==> src/rtl/core/qvr_pkg.sv <==
// qvr_pkg: widths, types and register indexes shared by the quaternion rotate core.
// No dependencies; imported by every module under rtl/core.
`timescale 1ns / 1ps

package qvr_pkg;

  localparam int VECTOR_BITS = 16;            // width of one vector component, Q8.8
  localparam int QUAT_BITS   = 16;            // quaternion component, Q1.14
  localparam int FRAC_SHIFT  = 28;            // fraction bits dropped at the end

  // first product q*v, then t = sum of three products
  localparam int PROD1_W = QUAT_BITS + VECTOR_BITS;
  localparam int T_W     = VECTOR_BITS + QUAT_BITS + 1;
  // second product t*q, then sum of four plus rounding bias
  localparam int PROD2_W = T_W + QUAT_BITS;
  localparam int ACC_W   = PROD2_W + 3;
  localparam int SH_W    = ACC_W - FRAC_SHIFT;

  localparam int VEC_DATA_W = ((3 * VECTOR_BITS + 7) / 8) * 8;

  localparam logic signed [ACC_W-1:0] ROUND_HALF =
    {{(ACC_W - FRAC_SHIFT){1'b0}}, 1'b1, {(FRAC_SHIFT - 1){1'b0}}};

  localparam logic signed [QUAT_BITS-1:0] QUAT_ONE = QUAT_BITS'(16384);

  localparam int CFG_IDX_W = 8;
  localparam logic [CFG_IDX_W-1:0] CFG_QUAT_X = CFG_IDX_W'(0);
  localparam logic [CFG_IDX_W-1:0] CFG_QUAT_Y = CFG_IDX_W'(1);
  localparam logic [CFG_IDX_W-1:0] CFG_QUAT_Z = CFG_IDX_W'(2);
  localparam logic [CFG_IDX_W-1:0] CFG_QUAT_W = CFG_IDX_W'(3);

  typedef struct packed {
    logic signed [QUAT_BITS-1:0] w;
    logic signed [QUAT_BITS-1:0] z;
    logic signed [QUAT_BITS-1:0] y;
    logic signed [QUAT_BITS-1:0] x;
  } quat_t;

  // x in the low bits so it maps straight onto tdata
  typedef struct packed {
    logic signed [VECTOR_BITS-1:0] z;
    logic signed [VECTOR_BITS-1:0] y;
    logic signed [VECTOR_BITS-1:0] x;
  } vec_t;

  // intermediate quaternion q * (v, 0)
  typedef struct packed {
    logic signed [T_W-1:0] w;
    logic signed [T_W-1:0] x;
    logic signed [T_W-1:0] y;
    logic signed [T_W-1:0] z;
  } tquat_t;

  // unrounded sums, 36 fraction bits
  typedef struct packed {
    logic signed [ACC_W-1:0] z;
    logic signed [ACC_W-1:0] y;
    logic signed [ACC_W-1:0] x;
  } acc_t;

endpackage

==> src/rtl/core/qvr_round_sat.sv <==
// qvr_round_sat: drops the fraction bits (bias already added), clips each
// component to VECTOR_BITS and holds the output word. Depends on qvr_pkg.
`timescale 1ns / 1ps

module qvr_round_sat import qvr_pkg::*; (
  input  logic clk,
  input  logic rst_n,
  input  logic up_valid,
  output logic up_ready,
  input  acc_t acc,
  output logic dn_valid,
  input  logic dn_ready,
  output vec_t rot,
  output logic sat
);

  logic signed [SH_W-1:0] sh   [3];
  logic                   ovf  [3];
  logic [VECTOR_BITS-1:0] clip [3];
  vec_t                   rot_r, rot_nxt;
  logic                   sat_r, sat_nxt;
  logic                   out_vld_r;
  logic                   out_rdy;

  assign out_rdy  = !out_vld_r || dn_ready;
  assign up_ready = out_rdy;

  always_comb begin
    sh[0] = SH_W'(acc.x >>> FRAC_SHIFT);
    sh[1] = SH_W'(acc.y >>> FRAC_SHIFT);
    sh[2] = SH_W'(acc.z >>> FRAC_SHIFT);
    for (int i = 0; i < 3; i++) begin
      // fits when the sign position and all bits above it agree
      ovf[i]  = !((&sh[i][SH_W-1:VECTOR_BITS-1]) || !(|sh[i][SH_W-1:VECTOR_BITS-1]));
      clip[i] = ovf[i] ? {sh[i][SH_W-1], {(VECTOR_BITS-1){~sh[i][SH_W-1]}}}
                       : sh[i][VECTOR_BITS-1:0];
    end
    rot_nxt.x = clip[0];
    rot_nxt.y = clip[1];
    rot_nxt.z = clip[2];
    sat_nxt   = ovf[0] || ovf[1] || ovf[2];
  end

  always_ff @(posedge clk) begin
    if (!rst_n) begin
      out_vld_r <= 1'b0;
    end else if (out_rdy) begin
      out_vld_r <= up_valid;
    end
  end

  always_ff @(posedge clk) begin
    if (out_rdy && up_valid) begin
      rot_r <= rot_nxt;
      sat_r <= sat_nxt;
    end
  end

  assign dn_valid = out_vld_r;
  assign rot      = rot_r;
  assign sat      = sat_r;

endmodule
==> config.mk <==
export PLATFORM = sky130hd
export DESIGN_NAME = qvr_round_sat
export DESIGN_NICKNAME = d
export VERILOG_FILES = /design/src/rtl/core/qvr_pkg.sv /design/src/rtl/core/qvr_round_sat.sv
export SDC_FILE = /design/constraint.sdc
export NUM_CORES = 1
export LEC_CHECK = 0
export ABC_AREA = 1
export BUFFER_PORTS_ARGS = -buffer_cell sky130_fd_sc_hd__buf_2
export CAP_MARGIN = 20
export CORE_ASPECT_RATIO = 1.25
export CORE_MARGIN = 8
export CORE_UTILIZATION = 36
export DETAILED_ROUTE_END_ITERATION = 7
export PLACE_DENSITY = 0.8
export SKIP_CTS_REPAIR_TIMING = 1
export SLEW_MARGIN = 20
export SYNTH_ARGS = -nofsm -noshare
export SYNTH_HDL_FRONTEND = slang
export SYNTH_SLANG_ARGS = --single-unit
==> constraint.sdc <==
create_clock -name clk -period 4 [get_ports clk]
set_clock_uncertainty 0.05 [all_clocks]
set_input_delay 0.4 -clock clk [delete_from_list [all_inputs] [get_ports clk]]
set_output_delay 0.4 -clock clk [all_outputs]
set_load 0.01 [all_outputs]
==> impl_metrics.ini <==
[status]
status = finished, final reports clean

[critical_path]
endpoint_kind = flip-flop
crit_family = compound AO/OA/AOI/OAI gates
r2r_cells = 2
cp.arrival_ns = 1.77
worst-path-stages = 2
worstPathRequired_ns = 3.93
crit_path_start_kind = flip-flop
slowest_stage = a21oi_4
crit_path_max_incr_delay_ns = 0.71
crit_path_cell_trace = a21oi_4, buf_4
cp_max_fo = 28
critical_path_class = reg2reg
crit_buf_inv = 1

[pwr]
p_comb_share_pct = 11.8
swShare_pct = 21.7
p_sw_w = 0.000237
clkPwrFrac_pct = 31.5
total_power_w = 0.00109
seq_power_share_pct = 56.6
intPower_w = 0.000854
power_density_mw_per_mm2 = 371
ir_worst_vdd_mv = 0.205
leakage_nw = 1.36

[timing]
max_freq_mhz = 543
slew_viol_final = 0
tns_ns = 0
fin_crit_ns = 1.84
hold_ws_ns = 0.276
rsz0062_at_grt = false
period_share_pct = 46.1
tightestPinTransition_ns = 0.869
hold_viol = 0
slew_headroom_pct = 42.0
setup_viol = 0

[synth]
async_flop_share_pct = 0
synthTopCellsByArea = edfxtp_1 68%, nand2_1 19%, nor2_1 2.4%
synthCells = 206
ys_seq_area_share_pct = 68.7
synth_top_cell_by_area = edfxtp_1
syn_area_per_cell_um2 = 10.5
yosysWarnings = 0
syn_area_mm2 = 0.00217
ys.flop_type = edfxtp_1
synth_nets = 366
yosysUniqueCellTypes = 19
ys_ff_latch = 50
synth-edff-count = 49
synth_top_area_share_pct = 67.8

[routing]
via_per_inst = 4.48
drtAntennaViolNets = 0
routed-via-count = 1784
dr.pass1.iters = 4
drtIter0Drc = 56
post_drt_wl_per_cell_um = 13.5
drt-total-wl_um = 5370
drc = 0

[finish]
layout_commonest_cell = buf_2
area_growth_syn_to_layout_pct = 35.3
nNetsFinal = 491
n_antenna_cell = 0
fillers = 528
layout-drive-gt1-share_pct = 42.5
final_cell_mix = 126 x buf_2, 108 x nand2_1, 49 x edfxtp_1, 14 x nor2_1, 6 x inv_1

[placed_design]
port_buffers = 126
hpwl_um = 4360
finalWeightedCongestion = 0.675

[clock_network]
worstSkewPairLatency_ns = 0.29
cts_buffer_depth = 2
cts_root_buf = clkbuf_8
cts_buffers = 5
htreeDepth = 2
path_clk_slew_ns = 0.08
clock-sinks = 50
tritoncts = built

[min_path]
hold_class = in2reg
min_path_cells = 1

[floorplan]
die_w_um = 85.5
ios = 211
die-area_mm2 = 0.00879
die_h_um = 103
core-area_mm2 = 0.00582
initial_core_util_pct = 37.3
rows = 31

[global_route]
grt_pass1_wl_um = 8410
grt_overflow = 0
grt_pass1_vias = 1929
grtUsageTotal_pct = 12.0
grt_antenna_before_repair = 2
grt_max_degree = 29

[flow_run]
max-cap-violations = 0
==> cell type report <==
cell class | instances | area, µm² | area share [%]
inverters | 6 | 22.5 | 0.767
clock buffers | 6 | 72.6 | 2.47
repair buffers | 127 | 638 | 21.7
well taps | 66 | 82.6 | 2.81
multi-input cells | 141 | 593 | 20.2
clock inverters | 2 | 37.5 | 1.28
flip-flops and latches | 50 | 1490 | 50.8
==> cell usage after synthesis (2+ instances only) <==
master / number
nand2_2: 3
nand2_1: 108
nand3_1: 4
edfxtp_1: 49
buf_4: 2
buf_6: 3
inv_1: 6
clkbuf_1: 3
nor2_1: 14
nand3_2: 2
nor3_1: 3
or2_1: 2
==> through the flow <==
stage	instances	instance area [µm²]	worst slack, ns	util, %
final	398	2940	2.16	50.5
after global routing	398	2940	2.01	50.5
after CTS	398	2940	2.12	50.5
after detailed placement	390	2830	1.93	48.6
after global placement	390	2830	1.95	48.6
after floorplan	206	2170	0.649	-
==> power by group through the flow <==
stage / Sequential (W) / Combinational, W / Clock (W)
global placement: 0.000629 / 0.000127 / 0
CTS: 0.000619 / 0.000131 / 0.000357
floorplan: 0.000650 / 0.0000369 / 0
finish: 0.000618 / 0.000129 / 0.000344
detailed placement: 0.000631 / 0.000131 / 0
global route: 0.000622 / 0.000144 / 0.000378
==> layer usage <==
layer  vias up  part of all wire (%)  wire length [µm]  GRT usage [%]
li1        914                     -                 -              -
met1       761                    38              2060           12.1
met2        94                    45              2430           20.3
met3        11                    15               790           6.62
met4         4                   1.2                64           4.86
met5         -                  0.39                21              0
==> sequential cells by signal, indices dropped and copies added (netlist names) <==
register  count
sat           1
rot          48
dn_valid      1
==> kinds of logic (layout without fill, tap and decap cells) <==
logic type             count (synthesis)  after routing  share of synthesized area (%)
buffers and inverters                 15            141                           4.50
flip-flops                            50             50                           68.7
AND/OR/NAND/NOR                      139            139                           26.2
AO/OA/AOI/OAI                          2              2                          0.576
==> path summary, 6_finish.rpt <==
check	start	to	slack, ns
worst max-delay path	dn_valid	rot[35]	2.16
worst min-delay path	acc[51]	rot[15]	0.28
worst max register to register	dn_valid	rot[35]	2.16
worst min register to register	dn_valid	dn_valid	0.51
(Power assumes the default switching activity.)
