**src/rtl/core/qvr_pkg.sv**
```systemverilog
// qvr_pkg: widths, types and register indexes shared by the quaternion rotate core.
// No dependencies; imported by every module under rtl/core.
`timescale 1ns / 1ps

package qvr_pkg;

  localparam int VECTOR_BITS = 16;            // width of one vector component, Q8.8
  localparam int QUAT_BITS   = 16;            // quaternion component, Q1.14
  localparam int FRAC_SHIFT  = 28;            // fraction bits dropped at the end

  // first product q*v, then t = sum of three products
  localparam int PROD1_W = QUAT_BITS + VECTOR_BITS;
  localparam int T_W     = VECTOR_BITS + QUAT_BITS + 1;
  // second product t*q, then sum of four plus rounding bias
  localparam int PROD2_W = T_W + QUAT_BITS;
  localparam int ACC_W   = PROD2_W + 3;
  localparam int SH_W    = ACC_W - FRAC_SHIFT;

  localparam int VEC_DATA_W = ((3 * VECTOR_BITS + 7) / 8) * 8;

  localparam logic signed [ACC_W-1:0] ROUND_HALF =
    {{(ACC_W - FRAC_SHIFT){1'b0}}, 1'b1, {(FRAC_SHIFT - 1){1'b0}}};

  localparam logic signed [QUAT_BITS-1:0] QUAT_ONE = QUAT_BITS'(16384);

  localparam int CFG_IDX_W = 8;
  localparam logic [CFG_IDX_W-1:0] CFG_QUAT_X = CFG_IDX_W'(0);
  localparam logic [CFG_IDX_W-1:0] CFG_QUAT_Y = CFG_IDX_W'(1);
  localparam logic [CFG_IDX_W-1:0] CFG_QUAT_Z = CFG_IDX_W'(2);
  localparam logic [CFG_IDX_W-1:0] CFG_QUAT_W = CFG_IDX_W'(3);

  typedef struct packed {
    logic signed [QUAT_BITS-1:0] w;
    logic signed [QUAT_BITS-1:0] z;
    logic signed [QUAT_BITS-1:0] y;
    logic signed [QUAT_BITS-1:0] x;
  } quat_t;

  // x in the low bits so it maps straight onto tdata
  typedef struct packed {
    logic signed [VECTOR_BITS-1:0] z;
    logic signed [VECTOR_BITS-1:0] y;
    logic signed [VECTOR_BITS-1:0] x;
  } vec_t;

  // intermediate quaternion q * (v, 0)
  typedef struct packed {
    logic signed [T_W-1:0] w;
    logic signed [T_W-1:0] x;
    logic signed [T_W-1:0] y;
    logic signed [T_W-1:0] z;
  } tquat_t;

  // unrounded sums, 36 fraction bits
  typedef struct packed {
    logic signed [ACC_W-1:0] z;
    logic signed [ACC_W-1:0] y;
    logic signed [ACC_W-1:0] x;
  } acc_t;

endpackage

```
**src/rtl/core/qvr_cfg_regs.sv**
```systemverilog
// qvr_cfg_regs: quaternion register file written through the config channel.
// Depends on qvr_pkg.
`timescale 1ns / 1ps

module qvr_cfg_regs import qvr_pkg::*; (
  input  logic                 clk,
  input  logic                 rst_n,
  input  logic                 cfg_valid,
  output logic                 cfg_ready,
  input  logic [CFG_IDX_W-1:0] cfg_index,
  input  logic [QUAT_BITS-1:0] cfg_data,
  output quat_t                quat
);

  quat_t quat_r, quat_nxt;

  assign cfg_ready = 1'b1;

  always_comb begin
    quat_nxt = quat_r;
    if (cfg_valid) begin
      unique case (cfg_index)
        CFG_QUAT_X: quat_nxt.x = cfg_data;
        CFG_QUAT_Y: quat_nxt.y = cfg_data;
        CFG_QUAT_Z: quat_nxt.z = cfg_data;
        CFG_QUAT_W: quat_nxt.w = cfg_data;
        default:    quat_nxt = quat_r;   // unknown index: ignored
      endcase
    end
  end

  always_ff @(posedge clk) begin
    if (!rst_n) begin
      quat_r.x <= '0;
      quat_r.y <= '0;
      quat_r.z <= '0;
      quat_r.w <= QUAT_ONE;
    end else begin
      quat_r <= quat_nxt;
    end
  end

  assign quat = quat_r;

endmodule

```
**config.mk**
```make
export PLATFORM = sky130hd
export DESIGN_NAME = qvr_cfg_regs
export DESIGN_NICKNAME = d
export VERILOG_FILES = /design/src/rtl/core/qvr_pkg.sv /design/src/rtl/core/qvr_cfg_regs.sv
export SDC_FILE = /design/constraint.sdc
export NUM_CORES = 1
export LEC_CHECK = 0
export ABC_AREA = 1
export ABC_CLOCK_PERIOD_IN_PS = 1060
export BUFFER_PORTS_ARGS = -buffer_cell sky130_fd_sc_hd__buf_4
export CAP_MARGIN = 20
export CORE_MARGIN = 8
export CORE_UTILIZATION = 45
export DETAILED_ROUTE_END_ITERATION = 8
export GPL_TIMING_DRIVEN = 0
export PLACE_DENSITY = 0.72
export SETUP_SLACK_MARGIN = 0.2
export SYNTH_ARGS = -nofsm -noshare
export SYNTH_HDL_FRONTEND = slang
export SYNTH_SLANG_ARGS = --single-unit
```
**constraint.sdc**
```tcl
create_clock -name clk -period 1.06 [get_ports clk]
set_input_delay 0.053 -clock clk [delete_from_list [all_inputs] [get_ports clk]]
set_output_delay 0.053 -clock clk [all_outputs]
set_load 0.005 [all_outputs]
```
==> results.py <==
metrics = {
    "setup_path": {
        "crit_path_end_kind": "primary output",
        "timing.critical_path.buf_inv": 1,
        "path_depth": 1,
        "cp_max_fo": 2,
        "crit_path_start_kind": "register",
        "worst_path_dominant_cell_family": "flip-flops",
        "slowest_stage": "dfxtp_1",
        "reg2reg_slack_ps": 360,
        "path_cells": "buf_4",
        "worstPathRequired_ps": 1010,
        "worstSetupPathType": "register to primary output",
        "cp_data_arrival_time_ps": 790,
        "rr_worst_depth": 3,
        "cp_slowest_stage_delay_ps": 350,
    },
    "route": {
        "drc": 0,
        "drt_iter0_drc": 244,
        "wire_per_inst_microns": 15.5,
        "dr_total_vias": 2907,
        "wl_mm": 8.74,
        "via_per_inst": 5.15,
        "final_antenna_net_count": 0,
        "dr.pass1.iters": 4,
    },
    "pwr": {
        "combPwrFrac_pct": 8.1,
        "ir_worst_vdd_mv": 0.694,
        "power.density_mw_per_mm2": 1260,
        "power.leakage_nw": 1.87,
        "swShare_pct": 22.8,
        "p_switching_w": 0.00117,
        "clkPwrFrac_pct": 44.7,
        "seq_power_share_pct": 47.2,
        "internal-power_w": 0.00394,
    },
    "global_route": {
        "grt_max_degree": 11,
        "global_route.usage.met2_pct": 32.1,
        "grt_usage_pct": 20.0,
        "grt_pass1_vias": 2768,
        "gr-usage-met1_pct": 24.8,
        "antenna_found_initial": 0,
        "busiest_layer": "met2",
        "grtUsageMet3_pct": 5.00,
        "grt_first_pass_wirelength_mm": 13.9,
        "grt.overflow.total": 0,
    },
    "layout": {
        "seq_area_sq_mm": 0.00136,
        "drive_gt1_share_pct": 40.0,
        "fillCellCount": 535,
        "multi_input_area_sq_mm": 0.00124,
        "final_core_util_pct": 67.8,
        "antenna-diode-count": 0,
        "syn2layout_area_growth_pct": 45.1,
        "final_nets": 512,
        "largest_reg_flops": 64,
        "stdcell_count": 565,
    },
    "timing": {
        "hold_violations": 0,
        "rsz0062_at_grt": "yes",
        "setup_viol": 0,
        "min_period_ps": 842,
        "fmax_ghz": 1.19,
        "fin_crit_sh_pct": 79.4,
        "finClkSkew_ps": 0,
        "slew_violations": 0,
        "holdWs_ps": 31.9,
    },
    "synth": {
        "syn_inst": 382,
        "yosys-top-cells-area": "dfxtp_1, nand3_1, a21oi_1",
        "yosysTopAreaCellShare_pct": 46.0,
        "synth_nets": 409,
        "synth_edf_count": 0,
        "seq_area_frac_synth_pct": 46.0,
        "synth_most_common_cell": "nand2_1",
        "mappedNetlistArea_sq_mm": 0.00278,
        "yosys.area.top_type": "dfxtp_1",
        "synthTopCellsByCount": "nand2_1, nand3_1, nor2_1",
        "synthFlopType": "dfxtp_1",
        "ys_ff_latch": 64,
        "synth.avg_cell_area_sq_um": 7.29,
        "ys_warn_count": 0,
        "async_flop_share_pct": 0,
        "ys_types": 16,
    },
    "clocking": {
        "clock_latency_ps": 330,
        "cts_tree": "built",
        "h-tree-depth": 3,
        "clock_sinks": 64,
        "clock_path_buffers": 2,
        "clk_pin_slew_ps": 70,
        "cts_buffers": 9,
        "root_buffer": "clkbuf_8",
    },
    "outcome": {
        "outcome": "completed",
    },
    "floorplan": {
        "dieArea_sq_mm": 0.00896,
        "rows": 28,
        "initial_core_util_pct": 46.7,
        "die_h_microns": 94.7,
        "die_x_microns": 94.7,
        "core_area_sq_mm": 0.00596,
        "io_pins": 92,
    },
    "placed_design": {
        "port_buffers": 89,
        "place_inst": 546,
        "gp_congestion": 0.873,
        "dp_hpwl_mm": 6.34,
    },
    "worst_hold_path": {
        "hp-class": "input pin to register",
        "worst_hold_path.num_cells": 3,
    },
    "run": {
        "cap_violations": 0,
    },
}
cell type report:
| cell class | instances | share of cell area [%] |
|---|---|---|
| buffer | 32 | 5.57 |
| clock inverter | 3 | 1.61 |
| clock buffer | 13 | 3.69 |
| inverter | 19 | 1.77 |
| sequential | 64 | 33.5 |
| multi-input combinational | 267 | 30.6 |
| tap | 75 | 2.32 |
| timing repair buffer | 92 | 20.9 |
through the flow:
stage | worst slack, ps | cell area [sq um] | total power (W) | TNS, ps
6_report | 218 | 4040 | 0.00511 | 0
3_3_place_gp | -99.9 | 3570 | 0.00286 | -2460
5_1_grt | 190 | 4040 | 0.00531 | 0
3_5_place_dp | -125 | 3570 | 0.00287 | -3740
4_1_cts | 201 | 3810 | 0.00513 | 0
2_1_floorplan | 190 | 2810 | 0.00269 | 0
path summary, 6_finish.rpt:
kind | endpoint | from
max reg2reg | quat[35] | quat[35]
max | quat[23] | quat[23]
min reg2reg | quat[62] | quat[62]
min | quat[56] | rst_n
what timing repair did:
item                                   in CTS  in global routing
setup buffers                               0                  2
endpoints found under the hold margin       1                  0
pin swaps                                   0                  1
setup endpoints to repair                  12                 87
hold buffers                                1                  0
gates resized for setup                    12                 90
power by group through the flow:
stage               clock network (W)  registers, W  logic [W]
global placement                    0       0.00247   0.000395
floorplan                           0       0.00247   0.000225
global route                  0.00244       0.00241   0.000455
finish                        0.00228       0.00241   0.000413
CTS                           0.00232       0.00241   0.000403
detailed placement                  0       0.00247   0.000399
per-layer routing:
| metal | wire (microns) | up-vias |
|---|---|---|
| met4 | 144 | 0 |
| li1 | - | 1444 |
| met1 | 3700 | 1343 |
| met2 | 4110 | 109 |
| met3 | 791 | 11 |
| met5 | 0 | - |
cells in the final DEF, fill, tap and decap left out:
cell           synthesis  layout
clkinv_2               0       1
dlygate4sd3_1          0       1
a21oi_1               63      63
clkbuf_8               0      10
bufinv_16              0       2
inv_2                  1       2
clkbuf_2               0       1
nand2_4                0       1
buf_2                  8       8
buf_4                  1      52
nor2_1                65      63
conb_1                 1       1
inv_1                 18      17
clkbuf_1               3       6
buf_6                 12      52
nand2_1               66      66
dfxtp_1               64       5
nand3_1               65      65
buf_1                  8       7
nand2_2                3       2
nor2_4                 0       4
nor2_8                 2       2
dfxtp_2                0      59
cell families after synthesis:
group           after synthesis  share of synthesized area (%)
flops                        64                           46.0
compound gates               63                           11.3
simple gates                203                           31.9
buf+inv                      51                           10.6
other cells                   1                          0.135
Note: power is estimated with default switching activity, not from simulation.
